`src/rtl/dppt_pkg.sv`:
```
// Shared types and constants for the dual pedal plausibility and torque core.
`default_nettype none
package dppt_pkg;

   localparam int TRAVEL_W   = 11;
   localparam int TORQUE_W   = 12;
   localparam int TQ_PROD_W  = 14;
   localparam int CSR_IDX_W  = 3;
   localparam int CSR_DATA_W = 16;
   localparam int SPAN_W     = 8;

   localparam logic [TQ_PROD_W-1:0] DEADBAND   = 14'd20;
   localparam logic [TQ_PROD_W-1:0] CAP_LEVEL  = 14'd2300;
   localparam logic [TORQUE_W-1:0]  CAP_TORQUE = 12'd2540;

   localparam logic signed [TRAVEL_W-1:0] TRAVEL_MAX = 11'sd1023;
   localparam logic signed [TRAVEL_W-1:0] TRAVEL_MIN = -11'sd1024;

   localparam logic [CSR_IDX_W-1:0] REG_LEFT_LOW      = 3'd0;
   localparam logic [CSR_IDX_W-1:0] REG_LEFT_HIGH     = 3'd1;
   localparam logic [CSR_IDX_W-1:0] REG_RIGHT_LOW     = 3'd2;
   localparam logic [CSR_IDX_W-1:0] REG_RIGHT_HIGH    = 3'd3;
   localparam logic [CSR_IDX_W-1:0] REG_DEV_LIMIT     = 3'd4;
   localparam logic [CSR_IDX_W-1:0] REG_BRAKE_TRIP    = 3'd5;
   localparam logic [CSR_IDX_W-1:0] REG_BRAKE_RELEASE = 3'd6;
   localparam logic [CSR_IDX_W-1:0] REG_FAULT_LIMIT   = 3'd7;

   localparam logic [7:0]  RST_LEFT_LOW      = 8'd0;
   localparam logic [7:0]  RST_LEFT_HIGH     = 8'd255;
   localparam logic [7:0]  RST_RIGHT_LOW     = 8'd0;
   localparam logic [7:0]  RST_RIGHT_HIGH    = 8'd255;
   localparam logic [7:0]  RST_DEV_LIMIT     = 8'd25;
   localparam logic [7:0]  RST_BRAKE_TRIP    = 8'd64;
   localparam logic [7:0]  RST_BRAKE_RELEASE = 8'd13;
   localparam logic [15:0] RST_FAULT_LIMIT   = 16'd100;

   typedef enum logic [2:0] {
      ST_IDLE,
      ST_MUL,
      ST_DIV,
      ST_STORE,
      ST_FINISH
   } state_type;

   typedef enum logic [2:0] {
      RSP_IDLE        = 3'd0,
      RSP_RUN         = 3'd1,
      RSP_LEFT_RANGE  = 3'd2,
      RSP_RIGHT_RANGE = 3'd3,
      RSP_DEVIATION   = 3'd4,
      RSP_BRAKE       = 3'd5
   } status_type;

   typedef struct packed {
      logic capture;
      logic load;
      logic step;
      logic store;
      logic finish;
      logic pedal_sel;
   } cmd_type;

   typedef struct packed {
      logic out_free;
   } stat_type;

endpackage
`default_nettype wire

```
`src/rtl/dppt_ctrl.sv`:
```
// Controller state machine that sequences mapping, division and the decision step.
`default_nettype none
module dppt_ctrl #(
   parameter int NUM_W = 16
) (
   input  logic               clock,
   input  logic               reset,
   input  logic               req_valid,
   output logic               req_ready,
   input  dppt_pkg::stat_type stat,
   output dppt_pkg::cmd_type  cmd
);

   localparam int CNT_W = $clog2(NUM_W);
   localparam logic [CNT_W-1:0] CNT_LAST = CNT_W'(NUM_W - 1);

   dppt_pkg::state_type state_ff, state_in;
   logic [CNT_W-1:0]    cnt_ff, cnt_in;
   logic                sel_ff, sel_in;

   always_comb begin
      state_in = state_ff;
      unique case (state_ff)
         dppt_pkg::ST_IDLE: begin
            if (req_valid) state_in = dppt_pkg::ST_MUL;
         end
         dppt_pkg::ST_MUL: begin
            state_in = dppt_pkg::ST_DIV;
         end
         dppt_pkg::ST_DIV: begin
            if (cnt_ff == CNT_LAST) state_in = dppt_pkg::ST_STORE;
         end
         dppt_pkg::ST_STORE: begin
            state_in = sel_ff ? dppt_pkg::ST_FINISH : dppt_pkg::ST_MUL;
         end
         dppt_pkg::ST_FINISH: begin
            if (stat.out_free) state_in = dppt_pkg::ST_IDLE;
         end
         default: state_in = dppt_pkg::ST_IDLE;
      endcase
   end

   always_comb begin
      cnt_in = cnt_ff;
      sel_in = sel_ff;
      if (state_ff == dppt_pkg::ST_IDLE) sel_in = 1'b0;
      if (state_ff == dppt_pkg::ST_STORE) sel_in = 1'b1;
      if (state_ff == dppt_pkg::ST_MUL) cnt_in = '0;
      if (state_ff == dppt_pkg::ST_DIV) cnt_in = cnt_ff + CNT_W'(1);
   end

   always_comb begin
      req_ready     = (state_ff == dppt_pkg::ST_IDLE);
      cmd.capture   = (state_ff == dppt_pkg::ST_IDLE) && req_valid;
      cmd.load      = (state_ff == dppt_pkg::ST_MUL);
      cmd.step      = (state_ff == dppt_pkg::ST_DIV);
      cmd.store     = (state_ff == dppt_pkg::ST_STORE);
      cmd.finish    = (state_ff == dppt_pkg::ST_FINISH) && stat.out_free;
      cmd.pedal_sel = sel_ff;
   end

   always_ff @(posedge clock) begin
      if (reset) begin
         state_ff <= dppt_pkg::ST_IDLE;
         cnt_ff   <= '0;
         sel_ff   <= 1'b0;
      end else begin
         state_ff <= state_in;
         cnt_ff   <= cnt_in;
         sel_ff   <= sel_in;
      end
   end

   a_accept_busy: assert property (@(posedge clock) disable iff (reset)
      (req_valid && req_ready) |=> (!req_ready && !cmd.pedal_sel))
      else $error("Controller did not leave idle after accepting a request.");

   a_left_then_right: assert property (@(posedge clock) disable iff (reset)
      (cmd.store && !cmd.pedal_sel) |=> (cmd.load && cmd.pedal_sel))
      else $error("Right pedal mapping did not follow the left pedal.");

endmodule
`default_nettype wire

```
`src/rtl/dppt_datapath.sv`:
```
// Datapath: configuration registers, pedal mapping, shared divider and torque decision.
`default_nettype none
module dppt_datapath #(
   parameter int ADC_BITS     = 10,
   parameter int FULL_TRAVEL  = 255,
   parameter int TORQUE_SCALE = 10,
   parameter int NUM_W        = 16
) (
   input  logic                                   clock,
   input  logic                                   reset,
   input  dppt_pkg::cmd_type                      cmd,
   output dppt_pkg::stat_type                     stat,
   input  logic [ADC_BITS-1:0]                    req_raw_left,
   input  logic [ADC_BITS-1:0]                    req_raw_right,
   input  logic                                   req_brake_on,
   input  logic                                   req_drive_enable,
   input  logic                                   csr_valid,
   output logic                                   csr_ready,
   input  logic [dppt_pkg::CSR_IDX_W-1:0]         csr_index,
   input  logic [dppt_pkg::CSR_DATA_W-1:0]        csr_data,
   output logic                                   rsp_valid,
   input  logic                                   rsp_ready,
   output logic [dppt_pkg::TORQUE_W-1:0]          rsp_torque_cmd,
   output logic [2:0]                             rsp_status,
   output logic signed [dppt_pkg::TRAVEL_W-1:0]   rsp_left_position,
   output logic signed [dppt_pkg::TRAVEL_W-1:0]   rsp_right_position,
   output logic                                   rsp_left_out_of_range,
   output logic                                   rsp_right_out_of_range,
   output logic                                   rsp_deviation_fault,
   output logic                                   rsp_brake_fault,
   output logic                                   rsp_error_lamp
);

   localparam int TW = dppt_pkg::TRAVEL_W;
   localparam int SW = dppt_pkg::SPAN_W;
   localparam logic [NUM_W-1:0] FULL_NUM = NUM_W'(FULL_TRAVEL);
   localparam logic [NUM_W-1:0] QUO_SAT = NUM_W'(1023);
   localparam logic [NUM_W:0] NEG_SAT = (NUM_W + 1)'(1024);
   localparam logic signed [TW-1:0] FULL_S = TW'(FULL_TRAVEL);
   localparam logic [dppt_pkg::TQ_PROD_W-1:0] SCALE_W = dppt_pkg::TQ_PROD_W'(TORQUE_SCALE);

   // Configuration registers.
   logic [7:0]  left_lo_ff, left_hi_ff, right_lo_ff, right_hi_ff;
   logic [7:0]  dev_limit_ff, trip_ff, release_ff;
   logic [15:0] fault_limit_ff;
   logic [7:0]  left_lo_in, left_hi_in, right_lo_in, right_hi_in;
   logic [7:0]  dev_limit_in, trip_in, release_in;
   logic [15:0] fault_limit_in;

   // Captured request.
   logic [ADC_BITS-1:0] raw_left_ff, raw_left_in, raw_right_ff, raw_right_in;
   logic                brake_ff, brake_in, rtd_ff, rtd_in;

   // Divider.
   logic [NUM_W-1:0] quo_ff, quo_in;
   logic [SW-1:0]    rem_ff, rem_in, divisor_ff, divisor_in;
   logic             neg_ff, neg_in, bad_ff, bad_in;

   logic signed [TW-1:0] travel_l_ff, travel_l_in, travel_r_ff, travel_r_in;

   // Tick state.
   logic                            latch_ff, latch_in;
   logic [15:0]                     ticks_ff, ticks_in;
   logic [dppt_pkg::TORQUE_W-1:0]   held_ff, held_in;

   // Output register.
   logic                            rsp_valid_ff, rsp_valid_in;
   logic [dppt_pkg::TORQUE_W-1:0]   out_torque_ff, out_torque_in;
   dppt_pkg::status_type            out_status_ff, out_status_in;
   logic signed [TW-1:0]            out_left_ff, out_left_in, out_right_ff, out_right_in;
   logic                            out_loor_ff, out_loor_in, out_roor_ff, out_roor_in;
   logic                            out_dev_ff, out_dev_in, out_brake_ff, out_brake_in;

   assign csr_ready     = 1'b1;
   assign stat.out_free = !rsp_valid_ff || rsp_ready;

   always_comb begin
      left_lo_in     = left_lo_ff;
      left_hi_in     = left_hi_ff;
      right_lo_in    = right_lo_ff;
      right_hi_in    = right_hi_ff;
      dev_limit_in   = dev_limit_ff;
      trip_in        = trip_ff;
      release_in     = release_ff;
      fault_limit_in = fault_limit_ff;
      if (csr_valid) begin
         unique case (csr_index)
            dppt_pkg::REG_LEFT_LOW:      left_lo_in     = csr_data[7:0];
            dppt_pkg::REG_LEFT_HIGH:     left_hi_in     = csr_data[7:0];
            dppt_pkg::REG_RIGHT_LOW:     right_lo_in    = csr_data[7:0];
            dppt_pkg::REG_RIGHT_HIGH:    right_hi_in    = csr_data[7:0];
            dppt_pkg::REG_DEV_LIMIT:     dev_limit_in   = csr_data[7:0];
            dppt_pkg::REG_BRAKE_TRIP:    trip_in        = csr_data[7:0];
            dppt_pkg::REG_BRAKE_RELEASE: release_in     = csr_data[7:0];
            dppt_pkg::REG_FAULT_LIMIT:   fault_limit_in = csr_data;
            default: ;
         endcase
      end
   end

   always_comb begin
      raw_left_in  = raw_left_ff;
      raw_right_in = raw_right_ff;
      brake_in     = brake_ff;
      rtd_in       = rtd_ff;
      if (cmd.capture) begin
         raw_left_in  = req_raw_left;
         raw_right_in = req_raw_right;
         brake_in     = req_brake_on;
         rtd_in       = req_drive_enable;
      end
   end

   // Mapping: the offset magnitude times full travel, then a restoring divide by the span.
   logic [7:0]        sample, span_lo, span_hi;
   logic signed [8:0] offset;
   logic [7:0]        offset_mag;
   logic [SW:0]       trial;
   logic              trial_ge;
   logic [NUM_W:0]    neg_mag;
   logic signed [TW-1:0] travel;

   always_comb begin
      sample     = cmd.pedal_sel ? raw_right_ff[ADC_BITS-1 -: 8] : raw_left_ff[ADC_BITS-1 -: 8];
      span_lo    = cmd.pedal_sel ? right_lo_ff : left_lo_ff;
      span_hi    = cmd.pedal_sel ? right_hi_ff : left_hi_ff;
      offset     = $signed({1'b0, sample}) - $signed({1'b0, span_lo});
      offset_mag = offset[8] ? 8'(-offset) : offset[7:0];
      trial      = {rem_ff, quo_ff[NUM_W-1]};
      trial_ge   = trial >= {1'b0, divisor_ff};

      quo_in     = quo_ff;
      rem_in     = rem_ff;
      divisor_in = divisor_ff;
      neg_in     = neg_ff;
      bad_in     = bad_ff;
      if (cmd.load) begin
         quo_in     = NUM_W'(offset_mag) * FULL_NUM;
         rem_in     = '0;
         divisor_in = span_hi - span_lo;
         neg_in     = offset[8];
         bad_in     = span_hi <= span_lo;
      end else if (cmd.step) begin
         quo_in = {quo_ff[NUM_W-2:0], trial_ge};
         rem_in = trial_ge ? SW'(trial - {1'b0, divisor_ff}) : trial[SW-1:0];
      end
   end

   always_comb begin
      neg_mag = {1'b0, quo_ff} + (NUM_W + 1)'(rem_ff != '0);
      if (bad_ff) begin
         travel = dppt_pkg::TRAVEL_MIN;
      end else if (!neg_ff) begin
         travel = (quo_ff > QUO_SAT) ? dppt_pkg::TRAVEL_MAX : $signed(quo_ff[TW-1:0]);
      end else begin
         travel = (neg_mag > NEG_SAT) ? dppt_pkg::TRAVEL_MIN
                                      : $signed(TW'(0) - neg_mag[TW-1:0]);
      end
      travel_l_in = travel_l_ff;
      travel_r_in = travel_r_ff;
      if (cmd.store && !cmd.pedal_sel) travel_l_in = travel;
      if (cmd.store && cmd.pedal_sel) travel_r_in = travel;
   end

   // Decision on the two mapped travels.
   logic signed [TW-1:0]            pmin, pmax, trip_s, release_s;
   logic [TW:0]                     spread;
   logic                            loor, roor, dev, latch_next;
   logic [15:0]                     ticks_inc;
   logic [dppt_pkg::TQ_PROD_W-1:0]  tq_prod;
   logic [dppt_pkg::TORQUE_W-1:0]   tq;
   dppt_pkg::status_type            status;

   always_comb begin
      pmin      = (travel_l_ff < travel_r_ff) ? travel_l_ff : travel_r_ff;
      pmax      = (travel_l_ff < travel_r_ff) ? travel_r_ff : travel_l_ff;
      loor      = (travel_l_ff > FULL_S) || travel_l_ff[TW-1];
      roor      = (travel_r_ff > FULL_S) || travel_r_ff[TW-1];
      spread    = {pmax[TW-1], pmax} - {pmin[TW-1], pmin};
      dev       = spread > {4'b0, dev_limit_ff};
      trip_s    = $signed({3'b0, trip_ff});
      release_s = $signed({3'b0, release_ff});

      latch_next = latch_ff;
      if (brake_ff) begin
         if (pmin >= trip_s) latch_next = 1'b1;
         else if (!(latch_ff && pmin >= release_s)) latch_next = 1'b0;
      end else if (latch_ff && pmin <= release_s) begin
         latch_next = 1'b0;
      end

      tq_prod = dppt_pkg::TQ_PROD_W'(pmin[TW-2:0]) * SCALE_W;
      priority if (tq_prod < dppt_pkg::DEADBAND) tq = '0;
      else if (tq_prod > dppt_pkg::CAP_LEVEL) tq = dppt_pkg::CAP_TORQUE;
      else tq = tq_prod[dppt_pkg::TORQUE_W-1:0];

      ticks_inc = ticks_ff + 16'd1;

      status = dppt_pkg::RSP_IDLE;
      if (loor) status = dppt_pkg::RSP_LEFT_RANGE;
      if (roor) status = dppt_pkg::RSP_RIGHT_RANGE;
      if (dev) status = dppt_pkg::RSP_DEVIATION;

      ticks_in = ticks_ff;
      held_in  = held_ff;
      priority if (latch_next) begin
         held_in = '0;
         status  = dppt_pkg::RSP_BRAKE;
      end else if (loor || roor || dev) begin
         if (ticks_inc >= fault_limit_ff) begin
            held_in  = '0;
            ticks_in = '0;
         end else begin
            ticks_in = ticks_inc;
         end
      end else begin
         ticks_in = '0;
         if (rtd_ff) begin
            held_in = tq;
            status  = dppt_pkg::RSP_RUN;
         end else begin
            held_in = '0;
            status  = dppt_pkg::RSP_IDLE;
         end
      end
      latch_in = latch_next;

      out_torque_in = held_in;
      out_status_in = status;
      out_left_in   = travel_l_ff;
      out_right_in  = travel_r_ff;
      out_loor_in   = loor;
      out_roor_in   = roor;
      out_dev_in    = dev;
      out_brake_in  = latch_next;

      rsp_valid_in = rsp_valid_ff && !rsp_ready;
      if (cmd.finish) rsp_valid_in = 1'b1;
   end

   always_ff @(posedge clock) begin
      if (reset) begin
         left_lo_ff     <= dppt_pkg::RST_LEFT_LOW;
         left_hi_ff     <= dppt_pkg::RST_LEFT_HIGH;
         right_lo_ff    <= dppt_pkg::RST_RIGHT_LOW;
         right_hi_ff    <= dppt_pkg::RST_RIGHT_HIGH;
         dev_limit_ff   <= dppt_pkg::RST_DEV_LIMIT;
         trip_ff        <= dppt_pkg::RST_BRAKE_TRIP;
         release_ff     <= dppt_pkg::RST_BRAKE_RELEASE;
         fault_limit_ff <= dppt_pkg::RST_FAULT_LIMIT;
         latch_ff       <= 1'b0;
         ticks_ff       <= '0;
         held_ff        <= '0;
         rsp_valid_ff   <= 1'b0;
      end else begin
         left_lo_ff     <= left_lo_in;
         left_hi_ff     <= left_hi_in;
         right_lo_ff    <= right_lo_in;
         right_hi_ff    <= right_hi_in;
         dev_limit_ff   <= dev_limit_in;
         trip_ff        <= trip_in;
         release_ff     <= release_in;
         fault_limit_ff <= fault_limit_in;
         rsp_valid_ff   <= rsp_valid_in;
         if (cmd.finish) begin
            latch_ff <= latch_in;
            ticks_ff <= ticks_in;
            held_ff  <= held_in;
         end
      end
   end

   always_ff @(posedge clock) begin
      raw_left_ff  <= raw_left_in;
      raw_right_ff <= raw_right_in;
      brake_ff     <= brake_in;
      rtd_ff       <= rtd_in;
      quo_ff       <= quo_in;
      rem_ff       <= rem_in;
      divisor_ff   <= divisor_in;
      neg_ff       <= neg_in;
      bad_ff       <= bad_in;
      travel_l_ff  <= travel_l_in;
      travel_r_ff  <= travel_r_in;
      if (cmd.finish) begin
         out_torque_ff <= out_torque_in;
         out_status_ff <= out_status_in;
         out_left_ff   <= out_left_in;
         out_right_ff  <= out_right_in;
         out_loor_ff   <= out_loor_in;
         out_roor_ff   <= out_roor_in;
         out_dev_ff    <= out_dev_in;
         out_brake_ff  <= out_brake_in;
      end
   end

   assign rsp_valid              = rsp_valid_ff;
   assign rsp_torque_cmd         = out_torque_ff;
   assign rsp_status             = out_status_ff;
   assign rsp_left_position      = out_left_ff;
   assign rsp_right_position     = out_right_ff;
   assign rsp_left_out_of_range  = out_loor_ff;
   assign rsp_right_out_of_range = out_roor_ff;
   assign rsp_deviation_fault    = out_dev_ff;
   assign rsp_brake_fault        = out_brake_ff;
   assign rsp_error_lamp         = out_loor_ff || out_roor_ff || out_dev_ff || out_brake_ff;

   a_rem_below_span: assert property (@(posedge clock) disable iff (reset)
      (cmd.step && !bad_ff) |-> (rem_ff < divisor_ff))
      else $error("Divider remainder reached the span.");

   a_brake_zero_torque: assert property (@(posedge clock) disable iff (reset)
      (rsp_valid && rsp_brake_fault) |->
         (rsp_torque_cmd == '0 && rsp_status == dppt_pkg::RSP_BRAKE))
      else $error("Brake fault reported with nonzero torque or wrong status.");

   a_run_healthy: assert property (@(posedge clock) disable iff (reset)
      (rsp_valid && rsp_status == dppt_pkg::RSP_RUN) |-> !rsp_error_lamp)
      else $error("Run status reported together with a fault.");

endmodule
`default_nettype wire

```
`src/rtl/dual_pedal_plausibility_torque_core.sv`:
```
// Top level of the dual pedal plausibility check and torque request core.
//
// Channel  Direction  Handshake              Carries
// req      in         req_valid/req_ready    raw_left, raw_right, brake flag, drive enable
// rsp      out        rsp_valid/rsp_ready    torque, status, positions, fault flags, error lamp
// csr      in         csr_valid/csr_ready    register index and write data
//
// A request is accepted only once the previous one has passed the finish state, since
// the single restoring divider, W = 8 + clog2(FULL_TRAVEL+1) bits wide, produces one
// quotient bit per cycle and serves the left pedal and then the right pedal.
// Reset restores the register defaults and clears the brake latch, fault count and
// held torque. A stalled response holds only the finish state; the next request is
// accepted while the previous response is still waiting.
`default_nettype none
module dual_pedal_plausibility_torque_core #(
   parameter int FULL_TRAVEL  = 255,
   parameter int TORQUE_SCALE = 10,
   parameter int ADC_BITS     = 10
) (
   input  logic                                   clock,
   input  logic                                   reset,
   input  logic                                   req_valid,
   output logic                                   req_ready,
   input  logic [ADC_BITS-1:0]                    req_raw_left,
   input  logic [ADC_BITS-1:0]                    req_raw_right,
   input  logic                                   req_brake_on,
   input  logic                                   req_drive_enable,
   output logic                                   rsp_valid,
   input  logic                                   rsp_ready,
   output logic [dppt_pkg::TORQUE_W-1:0]          rsp_torque_cmd,
   output logic [2:0]                             rsp_status,
   output logic signed [dppt_pkg::TRAVEL_W-1:0]   rsp_left_position,
   output logic signed [dppt_pkg::TRAVEL_W-1:0]   rsp_right_position,
   output logic                                   rsp_left_out_of_range,
   output logic                                   rsp_right_out_of_range,
   output logic                                   rsp_deviation_fault,
   output logic                                   rsp_brake_fault,
   output logic                                   rsp_error_lamp,
   input  logic                                   csr_valid,
   output logic                                   csr_ready,
   input  logic [dppt_pkg::CSR_IDX_W-1:0]         csr_index,
   input  logic [dppt_pkg::CSR_DATA_W-1:0]        csr_data
);

   localparam int NUM_W = 8 + $clog2(FULL_TRAVEL + 1);

   dppt_pkg::cmd_type  cmd;
   dppt_pkg::stat_type stat;

   dppt_ctrl #(
      .NUM_W(NUM_W)
   ) u_ctrl (
      .clock     (clock),
      .reset     (reset),
      .req_valid (req_valid),
      .req_ready (req_ready),
      .stat      (stat),
      .cmd       (cmd)
   );

   dppt_datapath #(
      .ADC_BITS     (ADC_BITS),
      .FULL_TRAVEL  (FULL_TRAVEL),
      .TORQUE_SCALE (TORQUE_SCALE),
      .NUM_W        (NUM_W)
   ) u_datapath (
      .clock                  (clock),
      .reset                  (reset),
      .cmd                    (cmd),
      .stat                   (stat),
      .req_raw_left           (req_raw_left),
      .req_raw_right          (req_raw_right),
      .req_brake_on           (req_brake_on),
      .req_drive_enable       (req_drive_enable),
      .csr_valid              (csr_valid),
      .csr_ready              (csr_ready),
      .csr_index              (csr_index),
      .csr_data               (csr_data),
      .rsp_valid              (rsp_valid),
      .rsp_ready              (rsp_ready),
      .rsp_torque_cmd         (rsp_torque_cmd),
      .rsp_status             (rsp_status),
      .rsp_left_position      (rsp_left_position),
      .rsp_right_position     (rsp_right_position),
      .rsp_left_out_of_range  (rsp_left_out_of_range),
      .rsp_right_out_of_range (rsp_right_out_of_range),
      .rsp_deviation_fault    (rsp_deviation_fault),
      .rsp_brake_fault        (rsp_brake_fault),
      .rsp_error_lamp         (rsp_error_lamp)
   );

endmodule
`default_nettype wire
```
`config.mk`:
```
export PLATFORM = sky130hd
export DESIGN_NAME = dual_pedal_plausibility_torque_core
export DESIGN_NICKNAME = d
export VERILOG_FILES = /design/src/rtl/dppt_pkg.sv /design/src/rtl/dppt_ctrl.sv /design/src/rtl/dppt_datapath.sv /design/src/rtl/dual_pedal_plausibility_torque_core.sv
export SDC_FILE = /design/constraint.sdc
export NUM_CORES = 1
export LEC_CHECK = 0
export BUFFER_PORTS_ARGS = -buffer_cell sky130_fd_sc_hd__buf_2
export CORE_UTILIZATION = 50
export DETAILED_ROUTE_END_ITERATION = 10
export MAX_ROUTING_LAYER = met4
export PLACE_DENSITY_LB_ADDON = 0.3
export REMOVE_ABC_BUFFERS = 1
export SYNTH_ARGS = -nofsm -noshare
export SYNTH_HDL_FRONTEND = slang
export SYNTH_SLANG_ARGS = --single-unit
```
`constraint.sdc`:
```
create_clock -name clock -period 7.7 [get_ports clock]
set_clock_uncertainty 0.05 [all_clocks]
set_input_delay 0.77 -clock clock [delete_from_list [all_inputs] [get_ports clock]]
set_output_delay 0.77 -clock clock [all_outputs]
set_load 0.02 [all_outputs]
```
==> implementation parameters <==
Parameter                              Value

GRT
  Met1 capacity usage during global routing ... 28.45%
  Global routing's busiest layer ... met2
  Number of global-route vias before repair ... 11131
  Global-route total usage across every layer ... 22.42%
  Met2 Use GR ... 37.93%
  Global-route wire length before repair ... between 50 and 60 mm
  Overflow left after global routing ... 0
  Met3 track demand over resource ... 2.424%
  Initial antenna violation count ... 0
  Largest net degree at the start of global routing ... 95

Synth
  XOR/XNOR share of the synthesized area ... 4.711%
  Cell types with the largest area share after synthesis ... sky130_fd_sc_hd__edfxtp_1 (21%), sky130_fd_sc_hd__dfxtp_1 (16%), sky130_fd_sc_hd__ha_1 (12%)
  Library cell occupying the most area in the post-synthesis netlist ... sky130_fd_sc_hd__edfxtp_1
  Sequential share of the synthesized area ... 37.09%
  Share of the synthesized area in compound gates (AO/OA/AOI/OAI) ... roughly 17%
  Gate count after technology mapping ... ~1600
  Async set-or-reset flop fraction in the synthesized netlist ... 0%
  Count of different cell masters after synthesis ... 84
  Mapped cell area ... 15030 um^2
  Leading cell type by number of instances after synthesis ... sky130_fd_sc_hd__nand2_1
  Adder-cell area share of the yosys netlist ... 15.03%
  Most used DFF post-synth ... sky130_fd_sc_hd__dfxtp_1
  Post-synth EDFFs ... 107
  Yosys warns ... 0
  Combinational family with the most area after synthesis ... compound AO/OA/AOI/OAI gates
  Simple-gate share of the synthesized area ... 16.72%
  Flip-flop and latch count after synthesis ... 225
  Post-Syn Area per Cell ... between 9 and 10 um^2
  Share of synthesized area spent on multiplexers ... ~3.2%
  Cell types with the highest counts after synthesis ... sky130_fd_sc_hd__nand2_1 (213), sky130_fd_sc_hd__inv_1 (160), sky130_fd_sc_hd__ha_1 (139), sky130_fd_sc_hd__dfxtp_1 (118), sky130_fd_sc_hd__edfxtp_1 (107)
  Share of the synthesized area in the top cell type ... between 20% and 30%

Timing
  Maximum operating frequency ... around 0.14 GHz
  Tightest slew margin relative to the limit ... between 15 and 20%
  Final setup vio count ... 0
  Slew Limit Fails ... 0
  Final Hold Violating Endpoints ... 0
  Crit path time final ... 7232 ps
  Transition time at the pin with the least slew margin ... 1219 ps
  Final period utilization ... ~94%
  Setup_tns ... 0 ps
  Worst Slack Setup Final ... 467.7 ps

Critical path
  Reg2reg end ... u_datapath.quo_ff[15]
  Delay of the slowest cell on the worst path ... 540 ps
  Slowest stage cell on the critical path ... sky130_fd_sc_hd__fa_1
  Depth of the most critical reg-to-reg path ... 32
  Crit path required time ... roughly 8000 ps
  Critical path start-end classification ... flop to flop
  Most common cell type on the critical path ... sky130_fd_sc_hd__o21ai_1
  Source of the worst register-to-register timing path ... u_ctrl.sel_ff
  Family of cells with the greatest summed delay on the critical path ... adder cells
  Endpoint kind of the worst setup timing path ... flop
  Data arrival time of the worst path ... 7570 ps
  CP Launch Type ... flop
  Worst path bufs/invs ... 5
  Worst reg2reg setup slack ... 470 ps
  Peak fanout along the critical path ... 6

Floorplan
  Std-Cell Rows ... 63
  Core area ... 29640 um^2
  Floorplan die area ... 30760 um^2
  Boundary pin count ... a little over 90
  Initial standard-cell utilization of the core ... around half
  Die height ... 175.4 um
  Die X-Extent ... 175.4 um

Clock tree
  Clk Latency, worst-skew pair ... 530 ps
  Post-CTS repair timing setup buffer count ... 0
  Clock tree from TritonCTS ... built
  Max Buffers Root-to-Sink ... 3
  Clock sink total ... 225
  CTS root buffer ... sky130_fd_sc_hd__clkbuf_16
  H-tree depth ... 1
  Hold buffer count at cts ... 0
  CTS buffer count ... 26
  Clock-pin slew of the registers on the worst-case setup and hold paths ... approximately 60 ps

Place
  Routability congestion estimate ... 0.8955
  Setup slack at placement ... -2.805 ps
  Total half-perimeter wirelength after legalization and detailed placement ... approximately 25 mm
  Number of buffers added on ports ... 85

Job
  Maximum capacitance violations ... 0

Layout
  Post-layout utilization of the core ... 56.23%
  Layout Nets ... 1912
  Layout overhead on the synthesized area ... 10.87%
  Number of antenna cells inserted ... 0
  Share of layout cells above drive strength 1 ... 11.39%

Routing
  Routed wire length ... 33.68 mm
  Routed vias ... about 12000
  Detailed-router iteration count before antenna repair ... 5
  Detail Route Antenna Nets ... 0
  Vias per cell ... 5.568
  Detailed-route DRC error count ... 0
  Count of routing violations after the opening detailed-route iteration ... 914
  Detail-routed net length per standard cell ... 15.96 um

Hold path
  Hold/Removal Path Class ... primary input to flop
  Start point of the worst min-delay path ... req_raw_right[4]
  WHS Endpoint ... u_datapath.raw_right_ff[4]
  Worst hold stages ... 1

Outcome
  Result of the run ... finished, final reports clean
[worst max path at each step]
| stage | startpoint | end | slack (ps) | depth (start not counted) |
|---|---|---|---|---|
| after floorplan | u_ctrl.sel_ff | u_datapath.quo_ff[15] | -230 | 32 |
| after detailed placement | u_ctrl.sel_ff | u_datapath.quo_ff[15] | -3 | 33 |
| after CTS | u_ctrl.sel_ff | u_datapath.quo_ff[15] | 70 | 32 |
| final | u_ctrl.sel_ff | u_datapath.quo_ff[15] | 470 | 32 |
| after global routing | u_ctrl.sel_ff | u_datapath.quo_ff[15] | -9 | 32 |
| after global placement | u_ctrl.sel_ff | u_datapath.quo_ff[15] | 250 | 32 |
[cells in the final DEF, fill, tap and decap left out, drive strengths merged, types with 19 or more instances in the layout]
cell type / count
clkbuf: 36
nor2: 95
a211o: 28
nand3: 27
a21oi: 99
inv: 161
fa: 26
buf: 105
a21o: 32
ha: 139
nand4: 21
mux2: 19
nand2: 213
xnor2: 44
nand2b: 23
xor2: 30
nor2b: 44
mux2i: 26
o31ai: 20
edfxtp: 107
o21ai: 66
dfxtp: 118
nor3: 31
[stage by stage]
stage / cells / instance area [um^2] / hold slack [ps]
3_5_place_dp: 2063 / 15800 / 391.5
5_1_grt: 2111 / 16670 / 346.4
2_1_floorplan: 1568 / 14720 / 370.2
6_report: 2111 / 16670 / 364.7
4_1_cts: 2111 / 16640 / 347.0
3_3_place_gp: 2063 / 15800 / 382.0
[cell type report]
cell class                 instances  area, um^2
fill                            2697       12970
multi-input combinational       1183        8581
sequential                       225        5577
clock buffer                      36       719.4
inverter                         160       600.6
timing repair buffer             105       585.6
tap                              390       488.0
clock inverter                    12       115.1
[kinds of logic after synthesis]
kind of cell / count (synthesis)
adders and majority gates: 165
AOI/OAI and AO/OA: 372
other: 1
DFF: 225
muxes: 45
and+or+nand+nor: 525
xor gates and xnor gates: 75
buffers and inverters: 229
[routing by layer]
| metal | vias to the layer above | part of all wire, % |
|---|---|---|
| li1 | 5918 | - |
| met1 | 5526 | 45 |
| met2 | 252 | 49 |
| met3 | 57 | 3.6 |
| met4 | 0 | 2.5 |
| met5 | - | 0 |
[registers in the layout (all words and copies together) (netlist names), 11 cells and up]
| name | cells |
|---|---|
| u_datapath.quo_ff | 16 |
| u_datapath.fault_limit_ff | 16 |
| u_datapath.held_ff | 12 |
| u_datapath.out_right_in | 11 |
| u_datapath.out_left_in | 11 |
| u_datapath.rsp_torque_cmd | 12 |
| u_datapath.ticks_ff | 16 |
| u_datapath.rsp_right_position | 11 |
| u_datapath.rsp_left_position | 11 |
[repair_timing]
action,in CTS,in global routing
cloned,0,0
pin swaps,0,2
setup endpoints to repair,1,4
resized for setup,2,12
Power is not shown: default switching activity piles up to over one toggle a cycle in this logic, so the estimate is an artifact.
